$ cat src/rtl/pubc_pkg.sv
package pubc_pkg;

  localparam int LOOKAHEAD_BYTES = 4;
  localparam int COUNT_WIDTH_DEF = 10;
  localparam int SIZE_W          = 10;
  localparam int CFG_INDEX_W     = 8;
  localparam int CFG_DATA_W      = 10;
  localparam int ENTRY_BYTES     = 5;

  // register indexes
  localparam logic [CFG_INDEX_W-1:0] REG_DECODE_MODE     = 8'd0;
  localparam logic [CFG_INDEX_W-1:0] REG_FORMAT_ENABLE   = 8'd1;
  localparam logic [CFG_INDEX_W-1:0] REG_GROUP_SIZE      = 8'd2;
  localparam logic [CFG_INDEX_W-1:0] REG_GROUPS_PER_LINE = 8'd3;

  localparam logic [SIZE_W-1:0] GROUP_SIZE_RST      = 10'd8;
  localparam logic [SIZE_W-1:0] GROUPS_PER_LINE_RST = 10'd10;

  localparam logic [7:0] CH_SPACE = 8'h20;
  localparam logic [7:0] CH_TAB   = 8'h09;
  localparam logic [7:0] CH_LF    = 8'h0A;
  localparam logic [7:0] CH_CR    = 8'h0D;

  typedef struct packed {
    logic [7:0] data_byte;
    logic       stream_last;
  } pubc_in_t;

  typedef struct packed {
    logic [7:0] out_byte;
    logic       run_last;
    logic       stream_end;
  } pubc_out_t;

  typedef struct packed {
    logic              dec_sel;
    logic              format_enable;
    logic [SIZE_W-1:0] grp_len;
    logic [SIZE_W-1:0] line_len;
  } pubc_cfg_t;

  // one queued job: up to five bytes for the back end to send
  typedef struct packed {
    logic                       last;
    logic [2:0]                 n;
    logic [ENTRY_BYTES-1:0][7:0] bytes;
  } pubc_entry_t;

  typedef struct packed {
    logic [1:0] len;
    logic [7:0] b0;
    logic [7:0] b1;
    logic [7:0] b2;
  } pubc_glyph_t;

  typedef struct packed {
    logic       found;
    logic [7:0] raw;
  } pubc_lookup_t;

  function automatic pubc_glyph_t mk2(logic [7:0] a, logic [7:0] b);
    pubc_glyph_t g;
    g.len = 2'd2; g.b0 = a; g.b1 = b; g.b2 = 8'h00;
    return g;
  endfunction

  function automatic pubc_glyph_t mk3(logic [7:0] a, logic [7:0] b, logic [7:0] c);
    pubc_glyph_t g;
    g.len = 2'd3; g.b0 = a; g.b1 = b; g.b2 = c;
    return g;
  endfunction

  function automatic pubc_glyph_t glyph_of(logic [7:0] v);
    pubc_glyph_t g;
    g.len = 2'd1; g.b0 = v; g.b1 = 8'h00; g.b2 = 8'h00;
    if (v == 8'd152) begin
      g = mk2(8'hc5, 8'h8c);
    end else if (v == 8'd184) begin
      g = mk2(8'hc5, 8'h8f);
    end else if (v >= 8'd192) begin
      g = mk2(8'hc4, v - 8'd64);
    end else if (v >= 8'd128) begin
      g = mk2(8'hc3, v);
    end else begin
      case (v)
        8'd0:    g = mk3(8'he2, 8'h88, 8'h85);
        8'd1:    g = mk2(8'hc2, 8'haf);
        8'd2:    g = mk2(8'hc2, 8'hab);
        8'd3:    g = mk2(8'hc2, 8'hbb);
        8'd4:    g = mk2(8'hcf, 8'h9e);
        8'd5:    g = mk2(8'hc2, 8'hbf);
        8'd6:    g = mk2(8'hc2, 8'ha1);
        8'd7:    g = mk2(8'hc2, 8'haa);
        8'd8:    g = mk3(8'he2, 8'h8c, 8'hab);
        8'd9:    g = mk3(8'he2, 8'h87, 8'ha5);
        8'd10:   g = mk3(8'he2, 8'h87, 8'ha9);
        8'd11:   g = mk3(8'he2, 8'h8a, 8'ha7);
        8'd12:   g = mk2(8'hc2, 8'ha7);
        8'd13:   g = mk3(8'he2, 8'h8f, 8'h8e);
        8'd14:   g = mk2(8'hc8, 8'haf);
        8'd15:   g = mk2(8'hca, 8'h98);
        8'd16:   g = mk2(8'hc6, 8'h94);
        8'd17:   g = mk2(8'hc2, 8'hb9);
        8'd18:   g = mk2(8'hc2, 8'hb2);
        8'd19:   g = mk2(8'hc2, 8'hba);
        8'd20:   g = mk2(8'hc2, 8'hb3);
        8'd21:   g = mk2(8'hc2, 8'hb5);
        8'd22:   g = mk2(8'hc9, 8'ha8);
        8'd23:   g = mk2(8'hc2, 8'hac);
        8'd24:   g = mk2(8'hc2, 8'ha9);
        8'd25:   g = mk2(8'hc2, 8'ha6);
        8'd26:   g = mk2(8'hc6, 8'hb5);
        8'd27:   g = mk3(8'he2, 8'h8e, 8'h8b);
        8'd28:   g = mk2(8'hce, 8'h9e);
        8'd29:   g = mk2(8'hc7, 8'h81);
        8'd30:   g = mk2(8'hc7, 8'h80);
        8'd31:   g = mk2(8'hc2, 8'hb6);
        8'd32:   g = mk3(8'he2, 8'h90, 8'ha3);
        8'd33:   g = mk3(8'hef, 8'hb9, 8'h97);
        8'd34:   g = mk2(8'hcb, 8'hb5);
        8'd35:   g = mk3(8'he2, 8'h99, 8'haf);
        8'd36:   g = mk3(8'hef, 8'hb9, 8'ha9);
        8'd37:   g = mk3(8'hef, 8'hb9, 8'haa);
        8'd38:   g = mk3(8'hef, 8'hb9, 8'ha0);
        8'd39:   g = mk2(8'hca, 8'hbc);
        8'd40:   g = mk3(8'he2, 8'h9d, 8'ha8);
        8'd41:   g = mk3(8'he2, 8'h9d, 8'ha9);
        8'd42:   g = mk3(8'hef, 8'hb9, 8'ha1);
        8'd43:   g = mk3(8'hef, 8'hb9, 8'ha2);
        8'd45:   g = mk3(8'hef, 8'hb9, 8'ha3);
        8'd47:   g = mk3(8'he2, 8'h81, 8'h84);
        8'd58:   g = mk3(8'hef, 8'hb9, 8'h95);
        8'd59:   g = mk3(8'hef, 8'hb9, 8'h94);
        8'd61:   g = mk3(8'hef, 8'hb9, 8'ha6);
        8'd63:   g = mk3(8'hef, 8'hb9, 8'h96);
        8'd64:   g = mk3(8'hef, 8'hb9, 8'hab);
        8'd91:   g = mk3(8'he2, 8'h9f, 8'ha6);
        8'd92:   g = mk3(8'he2, 8'ha7, 8'hb9);
        8'd93:   g = mk3(8'he2, 8'h9f, 8'ha7);
        8'd96:   g = mk2(8'hcb, 8'h8b);
        8'd123:  g = mk3(8'he2, 8'h9d, 8'hb4);
        8'd124:  g = mk3(8'he2, 8'h88, 8'ha3);
        8'd125:  g = mk3(8'he2, 8'h9d, 8'hb5);
        8'd126:  g = mk2(8'hcb, 8'h9c);
        8'd127:  g = mk3(8'he2, 8'h8c, 8'ha6);
        default: g.len = 2'd1;
      endcase
    end
    return g;
  endfunction

  function automatic logic [15:0] glyph_hash(pubc_glyph_t g);
    logic [15:0] h;
    case (g.len)
      2'd1:    h = {8'h00, g.b0};
      2'd2:    h = {g.b0, g.b1};
      2'd3:    h = {g.b0[3:0], g.b1[5:0], g.b2[5:0]};
      default: h = 16'h0000;
    endcase
    return h;
  endfunction

  // reverse map over the constant glyph table, highest byte wins
  function automatic pubc_lookup_t lookup_hash(logic [15:0] h);
    pubc_lookup_t r;
    pubc_glyph_t  g;
    r = '0;
    for (int v = 0; v < 256; v++) begin
      g = glyph_of(8'(v));
      if (glyph_hash(g) == h) begin
        r.found = 1'b1;
        r.raw   = 8'(v);
      end
    end
    return r;
  endfunction

endpackage

$ cat src/rtl/pubc_queue.sv
module pubc_queue
  import pubc_pkg::*;
(
  input  logic        clk,
  input  logic        rst_n,
  input  logic        wr_valid,
  output logic        wr_ready,
  input  pubc_entry_t wr_data,
  output logic        rd_valid,
  input  logic        rd_ready,
  output pubc_entry_t rd_data
);

  pubc_entry_t mem_r [2];
  logic        wr_ptr_r, rd_ptr_r;
  logic [1:0]  count_r;
  logic        do_wr, do_rd;

  assign wr_ready = (count_r != 2'd2);
  assign rd_valid = (count_r != 2'd0);
  assign rd_data  = mem_r[rd_ptr_r];
  assign do_wr    = wr_valid && wr_ready;
  assign do_rd    = rd_valid && rd_ready;

  always_ff @(posedge clk) begin
    if (do_wr) begin
      mem_r[wr_ptr_r] <= wr_data;
    end
  end

  always_ff @(posedge clk) begin
    if (!rst_n) begin
      wr_ptr_r <= 1'b0;
      rd_ptr_r <= 1'b0;
      count_r  <= 2'd0;
    end else begin
      if (do_wr) begin
        wr_ptr_r <= ~wr_ptr_r;
      end
      if (do_rd) begin
        rd_ptr_r <= ~rd_ptr_r;
      end
      count_r <= count_r + {1'b0, do_wr} - {1'b0, do_rd};
    end
  end

endmodule

$ cat src/rtl/pubc_front.sv
module pubc_front
  import pubc_pkg::*;
#(
  parameter int COUNT_WIDTH = COUNT_WIDTH_DEF
) (
  input  logic        clk,
  input  logic        rst_n,
  input  pubc_cfg_t   cfg,
  input  logic        in_valid,
  output logic        in_ready,
  input  pubc_in_t    in_data,
  output logic        q_valid,
  input  logic        q_ready,
  output pubc_entry_t q_data
);

  localparam int CMP_W = (COUNT_WIDTH > SIZE_W) ? COUNT_WIDTH : SIZE_W;
  localparam logic [COUNT_WIDTH-1:0] CNT_MAX = {COUNT_WIDTH{1'b1}};

  typedef enum logic [2:0] {
    ST_IDLE = 3'b001,
    ST_DEC  = 3'b010,
    ST_PUSH = 3'b100
  } state_t;

  state_t                              state_r, state_nxt;
  logic [LOOKAHEAD_BYTES-1:0][7:0]     pend_r, pend_nxt;
  logic [2:0]                          pcnt_r, pcnt_nxt;
  logic [3:0][7:0]                     res_r, res_nxt;
  logic [2:0]                          res_n_r, res_n_nxt;
  logic                                last_r, last_nxt;
  logic [COUNT_WIDTH-1:0]              gig_r, gig_nxt, gil_r, gil_nxt;
  logic                                any_r, any_nxt;

  // encode path
  pubc_glyph_t            g;
  logic                   sep, nl;
  logic [COUNT_WIDTH-1:0] gil_inc, gig_base;
  pubc_entry_t            enc_e, dec_e;

  // decode path
  logic [7:0]   head;
  logic [1:0]   need, eff;
  logic         hi, short_buf, dec_done;
  pubc_lookup_t l1, l2, l3;
  logic         take1, take2, take3, made;
  logic [7:0]   raw;
  logic [1:0]   drop;
  logic         ws;
  logic         accept;

  assign accept = in_valid && in_ready;

  always_comb begin
    g   = glyph_of(in_data.data_byte);
    sep = cfg.format_enable && any_r &&
          (CMP_W'(gig_r) >= CMP_W'(cfg.grp_len));
    gil_inc = (gil_r == CNT_MAX) ? gil_r : gil_r + 1'b1;
    nl  = sep && (CMP_W'(gil_inc) >= CMP_W'(cfg.line_len));
    gig_base = sep ? '0 : gig_r;

    enc_e.last  = in_data.stream_last;
    enc_e.n     = {1'b0, g.len} + {2'b00, sep} + {2'b00, nl};
    enc_e.bytes = '0;
    if (nl) begin
      enc_e.bytes = {g.b2, g.b1, g.b0, CH_LF, CH_SPACE};
    end else if (sep) begin
      enc_e.bytes = {8'h00, g.b2, g.b1, g.b0, CH_SPACE};
    end else begin
      enc_e.bytes = {8'h00, 8'h00, g.b2, g.b1, g.b0};
    end

    dec_e.last  = last_r;
    dec_e.n     = res_n_r;
    dec_e.bytes = {8'h00, res_r};
  end

  always_comb begin
    head = pend_r[0];
    hi   = (head >= 8'hF0);
    if (head < 8'h80) begin
      need = 2'd1;
    end else if (head < 8'hE0) begin
      need = 2'd2;
    end else begin
      need = 2'd3;
    end
    short_buf = (pcnt_r < {1'b0, need});
    eff       = short_buf ? pcnt_r[1:0] : need;
    dec_done  = (pcnt_r == 3'd0) || (!hi && short_buf && !last_r);

    l1 = lookup_hash({8'h00, head});
    l2 = lookup_hash({head, pend_r[1]});
    l3 = lookup_hash({head[3:0], pend_r[1][5:0], pend_r[2][5:0]});

    take3 = !hi && (eff == 2'd3) && l3.found;
    take2 = !hi && !take3 && (eff >= 2'd2) && l2.found;
    take1 = !hi && !take3 && !take2 && (eff >= 2'd1) && l1.found;
    made  = take1 || take2 || take3;
    raw   = take3 ? l3.raw : (take2 ? l2.raw : l1.raw);
    drop  = take3 ? 2'd3 : (take2 ? 2'd2 : 2'd1);

    ws = (in_data.data_byte == CH_SPACE) || (in_data.data_byte == CH_TAB) ||
         (in_data.data_byte == CH_LF) || (in_data.data_byte == CH_CR);
  end

  always_comb begin
    state_nxt = state_r;
    pend_nxt  = pend_r;
    pcnt_nxt  = pcnt_r;
    res_nxt   = res_r;
    res_n_nxt = res_n_r;
    last_nxt  = last_r;
    gig_nxt   = gig_r;
    gil_nxt   = gil_r;
    any_nxt   = any_r;
    in_ready  = 1'b0;
    q_valid   = 1'b0;
    q_data    = enc_e;

    case (state_r)
      ST_IDLE: begin
        in_ready = cfg.dec_sel || q_ready;
        q_valid  = in_valid && !cfg.dec_sel;
        if (accept) begin
          if (!cfg.dec_sel) begin
            if (cfg.format_enable) begin
              if (sep) begin
                gil_nxt = nl ? '0 : gil_inc;
              end
              gig_nxt = (gig_base == CNT_MAX) ? gig_base : gig_base + 1'b1;
            end
            any_nxt = 1'b1;
            if (in_data.stream_last) begin
              pcnt_nxt = 3'd0;
              gig_nxt  = '0;
              gil_nxt  = '0;
              any_nxt  = 1'b0;
            end
          end else begin
            if (!ws && (pcnt_r < 3'(LOOKAHEAD_BYTES))) begin
              pend_nxt[pcnt_r[1:0]] = in_data.data_byte;
              pcnt_nxt = pcnt_r + 3'd1;
            end
            last_nxt  = in_data.stream_last;
            res_n_nxt = 3'd0;
            state_nxt = ST_DEC;
          end
        end
      end
      ST_DEC: begin
        if (dec_done) begin
          if (res_n_r != 3'd0) begin
            state_nxt = ST_PUSH;
          end else begin
            state_nxt = ST_IDLE;
            if (last_r) begin
              pcnt_nxt = 3'd0;
              gig_nxt  = '0;
              gil_nxt  = '0;
              any_nxt  = 1'b0;
            end
          end
        end else begin
          pend_nxt = pend_r >> {drop, 3'b000};
          pcnt_nxt = pcnt_r - {1'b0, drop};
          if (made) begin
            res_nxt[res_n_r[1:0]] = raw;
            res_n_nxt = res_n_r + 3'd1;
          end
        end
      end
      ST_PUSH: begin
        q_valid = 1'b1;
        q_data  = dec_e;
        if (q_ready) begin
          state_nxt = ST_IDLE;
          if (last_r) begin
            pcnt_nxt = 3'd0;
            gig_nxt  = '0;
            gil_nxt  = '0;
            any_nxt  = 1'b0;
          end
        end
      end
      default: state_nxt = ST_IDLE;
    endcase
  end

  always_ff @(posedge clk) begin
    pend_r  <= pend_nxt;
    res_r   <= res_nxt;
    res_n_r <= res_n_nxt;
    last_r  <= last_nxt;
  end

  always_ff @(posedge clk) begin
    if (!rst_n) begin
      state_r <= ST_IDLE;
      pcnt_r  <= 3'd0;
      gig_r   <= '0;
      gil_r   <= '0;
      any_r   <= 1'b0;
    end else begin
      state_r <= state_nxt;
      pcnt_r  <= pcnt_nxt;
      gig_r   <= gig_nxt;
      gil_r   <= gil_nxt;
      any_r   <= any_nxt;
    end
  end

endmodule

$ cat src/rtl/pubc_back.sv
module pubc_back
  import pubc_pkg::*;
(
  input  logic        clk,
  input  logic        rst_n,
  input  logic        q_valid,
  output logic        q_ready,
  input  pubc_entry_t q_data,
  output logic        out_valid,
  input  logic        out_ready,
  output pubc_out_t   out_data
);

  pubc_entry_t cur_r;
  logic        cur_valid_r;
  logic [2:0]  idx_r;
  logic        out_valid_r;
  pubc_out_t   out_r;
  logic        load, fin;

  assign load    = cur_valid_r && (!out_valid_r || out_ready);
  assign fin     = (idx_r == cur_r.n - 3'd1);
  assign q_ready = !cur_valid_r || (load && fin);

  assign out_valid = out_valid_r;
  assign out_data  = out_r;

  always_ff @(posedge clk) begin
    if (q_valid && q_ready) begin
      cur_r <= q_data;
    end
    if (load) begin
      out_r.out_byte   <= cur_r.bytes[idx_r];
      out_r.run_last   <= fin;
      out_r.stream_end <= fin && cur_r.last;
    end
  end

  always_ff @(posedge clk) begin
    if (!rst_n) begin
      cur_valid_r <= 1'b0;
      idx_r       <= 3'd0;
      out_valid_r <= 1'b0;
    end else begin
      if (q_ready) begin
        cur_valid_r <= q_valid;
        idx_r       <= 3'd0;
      end else if (load) begin
        idx_r <= idx_r + 3'd1;
      end
      if (load) begin
        out_valid_r <= 1'b1;
      end else if (out_ready) begin
        out_valid_r <= 1'b0;
      end
    end
  end

endmodule

$ cat src/rtl/printable_utf8_byte_codec.sv
// Printable byte codec. In encode mode each input byte turns into a one- to
// three-byte UTF-8 glyph, with an optional space before each new group and a
// space plus LF before each new line; in decode mode whitespace is dropped and
// glyph text is matched back to raw bytes, with stream_last flushing whatever
// is still pending. The front end takes one encode beat per cycle while the
// queue has room and hands a job of up to five bytes to a two-deep queue; a
// decode beat holds the front until it is through: the byte is captured, the
// buffer is decoded one decision at a time until nothing more can be taken,
// and any result is then queued. The back end sends one output byte per cycle
// while out_ready is held, so in encode mode the sustained rate is set by the
// number of bytes each item produces, one to five.
module printable_utf8_byte_codec
  import pubc_pkg::*;
#(
  parameter int COUNT_WIDTH = COUNT_WIDTH_DEF
) (
  input  logic                   clk,
  input  logic                   rst_n,
  input  logic                   in_valid,
  output logic                   in_ready,
  input  pubc_in_t               in_data,
  output logic                   out_valid,
  input  logic                   out_ready,
  output pubc_out_t              out_data,
  input  logic                   cfg_valid,
  output logic                   cfg_ready,
  input  logic [CFG_INDEX_W-1:0] cfg_index,
  input  logic [CFG_DATA_W-1:0]  cfg_data
);

  pubc_cfg_t   cfg_r;
  logic        q_in_valid, q_in_ready, q_out_valid, q_out_ready;
  pubc_entry_t q_in_data, q_out_data;

  // register writes are always accepted and registered
  assign cfg_ready = 1'b1;

  always_ff @(posedge clk) begin
    if (!rst_n) begin
      cfg_r.dec_sel       <= 1'b0;
      cfg_r.format_enable <= 1'b0;
      cfg_r.grp_len       <= GROUP_SIZE_RST;
      cfg_r.line_len      <= GROUPS_PER_LINE_RST;
    end else if (cfg_valid) begin
      case (cfg_index)
        REG_DECODE_MODE:     cfg_r.dec_sel       <= cfg_data[0];
        REG_FORMAT_ENABLE:   cfg_r.format_enable <= cfg_data[0];
        REG_GROUP_SIZE:      cfg_r.grp_len       <= cfg_data[SIZE_W-1:0];
        REG_GROUPS_PER_LINE: cfg_r.line_len      <= cfg_data[SIZE_W-1:0];
        default: ;  // unmapped index, write dropped
      endcase
    end
  end

  // classify and build jobs
  pubc_front #(
    .COUNT_WIDTH(COUNT_WIDTH)
  ) u_front (
    .clk      (clk),
    .rst_n    (rst_n),
    .cfg      (cfg_r),
    .in_valid (in_valid),
    .in_ready (in_ready),
    .in_data  (in_data),
    .q_valid  (q_in_valid),
    .q_ready  (q_in_ready),
    .q_data   (q_in_data)
  );

  // decouples the two sides
  pubc_queue u_queue (
    .clk      (clk),
    .rst_n    (rst_n),
    .wr_valid (q_in_valid),
    .wr_ready (q_in_ready),
    .wr_data  (q_in_data),
    .rd_valid (q_out_valid),
    .rd_ready (q_out_ready),
    .rd_data  (q_out_data)
  );

  // byte serializer with output register
  pubc_back u_back (
    .clk       (clk),
    .rst_n     (rst_n),
    .q_valid   (q_out_valid),
    .q_ready   (q_out_ready),
    .q_data    (q_out_data),
    .out_valid (out_valid),
    .out_ready (out_ready),
    .out_data  (out_data)
  );

  // end of stream is always also end of a run
  a_end_is_run_last: assert property (@(posedge clk) disable iff (!rst_n)
    out_valid && out_data.stream_end |-> out_data.run_last)
    else $error("stream_end without run_last");

  // every queued job carries at least one byte
  a_job_nonempty: assert property (@(posedge clk) disable iff (!rst_n)
    q_in_valid && q_in_ready |-> q_in_data.n != 3'd0)
    else $error("empty job queued");

  // output empty right after reset
  a_reset_quiet: assert property (@(posedge clk)
    $past(!rst_n) |-> !out_valid)
    else $error("output beat right after reset");

endmodule

$ cat config.mk
export PLATFORM = sky130hd
export DESIGN_NAME = printable_utf8_byte_codec
export DESIGN_NICKNAME = d
export VERILOG_FILES = /design/src/rtl/pubc_pkg.sv /design/src/rtl/pubc_queue.sv /design/src/rtl/pubc_front.sv /design/src/rtl/pubc_back.sv /design/src/rtl/printable_utf8_byte_codec.sv
export SDC_FILE = /design/constraint.sdc
export NUM_CORES = 1
export LEC_CHECK = 0
export BUFFER_PORTS_ARGS = -buffer_cell sky130_fd_sc_hd__clkbuf_2
export CORE_AREA = 2 2 198 200
export CTS_BUF_LIST = sky130_fd_sc_hd__clkbuf_8
export DETAILED_ROUTE_END_ITERATION = 16
export DIE_AREA = 0 0 200 202
export PLACE_DENSITY = 0.71
export SLEW_MARGIN = 10
export SYNTH_ARGS = -nofsm -noshare
export SYNTH_HDL_FRONTEND = slang
export SYNTH_HIERARCHICAL = 1
export SYNTH_SLANG_ARGS = --single-unit
$ cat constraint.sdc
create_clock -name clk -period 5.9 [get_ports clk]
set_input_delay 1.18 -clock clk [delete_from_list [all_inputs] [get_ports clk]]
set_output_delay 1.18 -clock clk [all_outputs]
set_load 0.01 [all_outputs]
**Word level (Yosys, flattened, before mapping)**

Memories as Yosys holds them, arrays and structs flattened. A register that Yosys moved wholly into a read port is not among the register bits.
Cells that the tools add are included.

- Memories: 1
- Bits in writable memories: 88
- Logic and storage cells: 1,458
- Bits in registers: 136

- Magnitude comparators: 16
- Mux-type cells: 666
- Equal/unequal tests: 666
- Reductions and logical operators: 64
- Bitwise gates (word level): 4
- Add/subtract/negate cells: 12
- Shift operators: 1

Memory list:

| name | depth | bits a word | read ports | clocked after memory_dff | wr ports | RTL line | source |
|---|---|---|---|---|---|---|---|
| u_queue.mem_r | 2 | 44 | 1 | 1 | 1 | pubc_queue.sv:14 | `pubc_entry_t mem_r [2];` |

Operator list:

| kind | number |
|---|---|
| == test 16 bit, first input constant | 338 |
| 2-to-1 mux 9 bit | 580 |
| == test 7 x 16 -> 1 bit, first input constant | 108 |
| case mux 24 bit (60 select lines) | 1 |
| == test 14 x 16 -> 1 bit, first input constant | 38 |
| == test 6 x 16 -> 1 bit, first input constant | 28 |
| == test 7 x 8 -> 1 bit, first input constant | 54 |
| 2-to-1 mux 10 bit | 21 |
| 2-to-1 mux 32 bit | 5 |
| == test 8 x 6 -> 1 bit, second input constant | 18 |
| == test 8 x 5 -> 1 bit, second input constant | 16 |
| == test 6 x 8 -> 1 bit, first input constant | 14 |
| 2-to-1 mux 26 bit | 4 |
| == test 8 x 7 -> 1 bit, second input constant | 10 |
| bitwise mux 32 bit | 2 |
| == test 8 x 4 -> 1 bit, second input constant | 8 |
| case mux 32 bit (2 select lines) | 1 |
| case mux 10 bit (3 select lines) | 2 |
| 2-to-1 mux 3 bit | 17 |
| 2-to-1 mux 44 bit | 1 |
| 2-to-1 mux 40 bit | 1 |
| 2-to-1 mux 8 bit | 5 |
| demux 8 bit (select 2 bit) | 2 |
| == test 8 x 2 -> 1 bit, second input constant | 4 |
| other kinds (58) | 151 |

**Logic depth before layout (Yosys ltp)**

- Depth after elaboration: 271
- Mapped depth: 19
- Depth with buffers taken out: 17

**By module**

Netlist, hierarchy kept.

By module, submodules not included:

| module | times used | seq. area each (sq um) | cells each | area an instance (sq um) |
|---|---|---|---|---|
| pubc_front | 1 | 2,582.5 | 1,995 | 13,918.3 |
| pubc_queue | 1 | 2,742.6 | 161 | 3,613.5 |
| pubc_back | 1 | 1,721.7 | 131 | 2,314.7 |
| printable_utf8_byte_codec | 1 | 440.4 | 90 | 912.1 |

**Worst setup path after synthesis**

No wires, ideal clock.

- Kind: input to register
- Start: input out_ready
- End: register u_back/cur_r[0] (netlist name)
- Slack: 0.744 ns
- Cell stages on the path: 3
- Data required time: 5.387 ns
- Buffers on the path: 0
- Arrival: 4.643 ns
- Setup time: 0.513 ns
- Cells stage by stage: nand2b_1 nand4_1 a21boi_0

- Longest elaborated chain between the ends: 5

Ends and longest elaborated chain:

| item | RTL line | source |
|---|---|---|
| start: declaration | printable_utf8_byte_codec.sv:23 | `input logic out_ready,` |
| logical OR 1 bit | pubc_back.sv:21 | `assign load = cur_valid_r && (!out_valid_r \|\| out_ready);` |
| logical AND 1 bit | pubc_back.sv:21 |  |
| logical AND 1 bit | pubc_back.sv:23 | `assign q_ready = !cur_valid_r \|\| (load && fin);` |
| logical OR 1 bit | pubc_back.sv:23 |  |
| logical AND 1 bit | pubc_back.sv:29 | `if (q_valid && q_ready) begin` |

Every way passes these cells.
A chain may end at the register's enable or synchronous reset.

**Final worst setup path**

- Start: register u_front/pend_r[8] in the netlist's numbering
- End: register u_front.res_r, in the netlist u_front/dec_e[11], data pin

- Longest elaborated chain between the ends: 265
- Elaborated cells on any way between the ends: 1,032
- Classes of those cells: eq/ne (512); mux (515); reduce/logical (5)

Ends and longest elaborated chain:

| item | RTL line | source |
|---|---|---|
| start: declaration | pubc_front.sv:27 | `logic [LOOKAHEAD_BYTES-1:0][7:0] pend_r, pend_nxt;` |
| start signal: assignment | pubc_front.sv:191 | `pend_r <= pend_nxt;` |
| == test 14 x 16 -> 1 bit | pubc_pkg.sv:170 | `if (glyph_hash(g) == h) begin` |
| 2-to-1 mux 9 bit (256 in a row) | pubc_pkg.sv:170 |  |
| logical AND 1 bit | pubc_front.sv:96 | `take3 = !hi && (eff == 2'd3) && l3.found;` |
| zero test 1 bit | pubc_front.sv:97 | `take2 = !hi && !take3 && (eff >= 2'd2) && l2.found;` |
| logical AND 1 bit (3 in a row) | pubc_front.sv:97 |  |
| 2-to-1 mux 8 bit | pubc_front.sv:100 | `raw = take3 ? l3.raw : (take2 ? l2.raw : l1.raw);` |
| 2-to-1 mux 8 bit * | pubc_front.sv:100 |  |
| via u_front.raw[3] | pubc_front.sv:47 | `logic [7:0] raw;` |
| bitwise mux 32 bit * | pubc_front.sv:168 | `res_nxt[res_n_r[1:0]] = raw;` |
| end signal: assignment | pubc_front.sv:192 | `res_r <= res_nxt;` |
| end: declaration | pubc_front.sv:29 | `logic [3:0][7:0] res_r, res_nxt;` |

Mark *: on every way through the listed nets, which the timed path passes. The rest lies on a longest branch.

==> reports/metrics.cfg <==
[outcome]
status = finished clean

[grt]
antenna_found_initial = 2
grt_pass1_vias = 19500
overflow = 0
grt_use_total_pct = 39.8
grt_max_degree = 72
grt_pass1_wl_mm = 122

[placed_design]
dpl-instance-area_um2 = 21600
io_buffers = 43
hpwl_mm = 60.7
gp_congestion = 1.03
place_worst_setup_slack_ns = 0.912

[clocking]
post_cts_resized = 0
clkLatencyLatePin_ns = 0.57
postCtsSetupRepairBufs = 0
cts_tree = yes
root_buffer = clkbuf_8
cts.htree.levels = 2
ctsHoldBuffers = 0
path_clk_slew_ns = 0.06
cts_max_path_buffers = 3
cts_buffers = 41
cts.sink_count = 269

[synthesis]
ys_async_sr_fraction_pct = 0
synth.cell_area_um2 = 20800
synth_edf_count = 210
syn_nets = 2452
avgSynthCellArea_um2 = 8.73
synth_flop_cell = edfxtp_1
synth.distinct_cells = 111
synthCells = 2377
ys_seq_elements = 269
yosysSeqAreaShare_pct = 36.1
ys_warn_count = 6

[timing]
worst_pin_slew_ns = 1.29
tns_ns = 0
fin_crit_ns = 4.96
final-hold-violation-count = 0
relSlewSlack_pct = 13.2
clock_skew_ns = 0.0337
rsz0062_at_grt = false
post-route-period-util_pct = 84.1
slew_viol_final = 0
setup_viol = 0
max_freq_mhz = 202
fin_ws_ns = 0.940

[worst_setup_path]
cp-startpoint = u_front/pend_r[8]
cp_slowest_cell = nor4_1
max_stage_delay_ns = 1.20
crit_fanout = 20
worstPathBufferInverterCount = 1
worstSetupPathType = reg2reg
arrival_ns = 5.17
endpoint_kind = flop
cp.depth = 9
cp_cell_sequence = nor4_1 > o221a_2 > o221ai_1 > or4b_4 > nor4_2 > a311o_2 > buf_4 > a2bb2oi_1 > mux2i_1
endpoint = u_front/dec_e[11]
critPathTopFamily = simple AND/OR/NAND/NOR gates
critPathLaunchType = flop
r2r-end = u_front/dec_e[11]
cp.required_ns = 6.11
reg2reg_slack_ns = 0.94
timing.rr.start = u_front/pend_r[8]
r2r_cells = 9

[cells_and_area]
num-nets-final = 2451
post-route-cell-area_um2 = 22300
drive_gt1_share_pct = 13.1
area_delta_synth_final_pct = 7.61
antenna_cells = 0

[drt]
vias_per_cell = 7.29
drc_errors = 0
dr.first_iter.drc_count = 3833
wire_per_inst_um = 28.1
routed_wl_mm = 82.0
ant_nets = 0
drt_first_pass_iters = 6
via_count = 21300

[floorplan]
initial_utilization_pct = 54.2
fp.dieH_um = 202
die_area_um2 = 40400
ioPinCount = 45
design.core.area_um2 = 38300
die_w_um = 200
fp-row-count = 72

[pwr]
p_per_area_nw_per_um2 = 219
irDropWorstVdd_mv = 0.217
power.leakage_nw = 8.03

[hold_path]
hp-class = reg2reg

[job]
cap_viol_max_count = 0

[cells in the mapped netlist, drive strengths merged (18+ instances only)]
master | count | area share [%]
o211ai | 20 | 0.72
nor2b | 46 | 1.4
nand4 | 56 | 1.7
a31oi | 30 | 0.90
inv | 67 | 1.2
nand2b | 43 | 1.3
a22oi | 23 | 0.83
nand2 | 221 | 4.0
and3 | 38 | 1.1
nor4 | 38 | 1.3
dfxtp | 59 | 5.7
and2 | 25 | 0.75
or3 | 21 | 0.63
nor3 | 92 | 2.3
a211oi | 24 | 0.87
edfxtp | 210 | 30
o31ai | 18 | 0.65
nand3 | 119 | 2.9
o21ai | 149 | 3.6
clkbuf | 119 | 2.2
a21oi | 135 | 3.3
ha | 41 | 2.5
mux2i | 54 | 2.6
nor2 | 198 | 3.6
buf | 80 | 2.5
mux2 | 47 | 3.3
o22ai | 32 | 0.96
[metrics by stage]
step	hold WS [ns]	instances	utilization (%)	power [mW]
2_1_floorplan	0.438	2377	-	3.21
4_1_cts	0.464	2922	58.3	4.89
5_1_grt	0.483	2922	58.3	5.06
3_5_place_dp	0.456	2851	56.4	3.48
3_3_place_gp	0.449	2851	56.4	3.41
6_report	0.467	2922	58.3	4.89
[layout by cell type (no fill, tap or decap), types with 20 or more instances in the layout]
| cell | n |
|---|---|
| a211oi_1 | 24 |
| a21oi_1 | 135 |
| a22oi_1 | 23 |
| a31oi_1 | 30 |
| and2_1 | 24 |
| and3_1 | 37 |
| buf_4 | 110 |
| clkbuf_2 | 43 |
| clkbuf_8 | 44 |
| dfxtp_1 | 58 |
| edfxtp_1 | 210 |
| ha_1 | 41 |
| inv_1 | 84 |
| mux2_4 | 40 |
| mux2i_1 | 54 |
| nand2_1 | 221 |
| nand2b_1 | 43 |
| nand3_1 | 118 |
| nand4_1 | 56 |
| nor2_1 | 197 |
| nor2b_1 | 46 |
| nor3_1 | 88 |
| nor4_1 | 34 |
| o211ai_1 | 20 |
| o21ai_0 | 147 |
| o22ai_1 | 32 |
| or3_1 | 21 |
[flip-flops by register name, summed over array words and instances, names as in the netlist, 2 cells and up, named ones only]
register,cells
u_back/cur_r,44
u_front/res_n_r,3
u_front/pend_r,24
u_front/state_r,3
u_back/idx_r,3
cfg_r,22
u_front/gil_r,10
u_front/pcnt_r,3
u_front/head,8
u_front/dec_e,32
u_queue/count_r,2
u_front/gig_r,10
u_back/out_data,10
u_queue/mem_r,88
[how the worst min path moves through the flow]
stage | start | endpoint | slack, ns | depth (start not counted)
CTS | cfg_r[9] | cfg_r[9] | 0.46 | 2
finish | cfg_r[9] | cfg_r[9] | 0.47 | 2
floorplan | cfg_r[11] | cfg_r[11] | 0.44 | 2
global placement | cfg_r[14] | cfg_r[14] | 0.45 | 2
global route | cfg_r[10] | cfg_r[10] | 0.48 | 2
detailed placement | cfg_r[9] | cfg_r[9] | 0.46 | 2
[worst reg2reg max path: stages, from the launching register on]
cell and delay, ns:
edfxtp_1 0.75, nor4_1 1.21, o221a_2 0.38, o221ai_1 0.12, or4b_4 0.60, nor4_2 0.27, a311o_2 0.21, buf_4 0.29
a2bb2oi_1 0.43, mux2i_1 0.35
[logic make-up (layout without fill, tap and decap cells)]
kind of cell | after synthesis | count (layout) | share of synthesized area (%)
compound gates | 647 | 647 | 21.1
xor+xnor | 26 | 26 | 1.24
fa+ha+maj | 43 | 43 | 2.66
buf+inv | 267 | 294 | 5.92
flops | 269 | 269 | 36.1
mux | 109 | 109 | 6.78
other cells | 2 | 2 | 0.0362
simple gates | 1014 | 1014 | 26.2
[layer usage]
metal  part of all wire (%)  routed length [µm]  up-vias  GRT usage (%)
met5                  0.021                  17        -              0
met4                    4.0                3310        2           13.4
met3                     14               11200      300           10.8
met2                     42               34600     1834           57.4
li1                       -                   -     9097              -
met1                     40               32900    10100           57.4
[final cells by class]
class	count	area, µm²
fill	3320	15900
multi-input combinational	1841	12100
sequential	269	7490
timing repair buffer	155	1080
tap	518	648
clock buffer	44	606
inverter	68	255
clock inverter	27	138
[power breakdown]
group	internal (mW)	switching, mW	total (mW)
Combinational	0.395	0.565	0.960
Sequential	2.39	0.107	2.50
Clock	0.729	0.705	1.43
Total	3.51	1.38	4.89
Note: power is estimated with default switching activity, not from simulation.
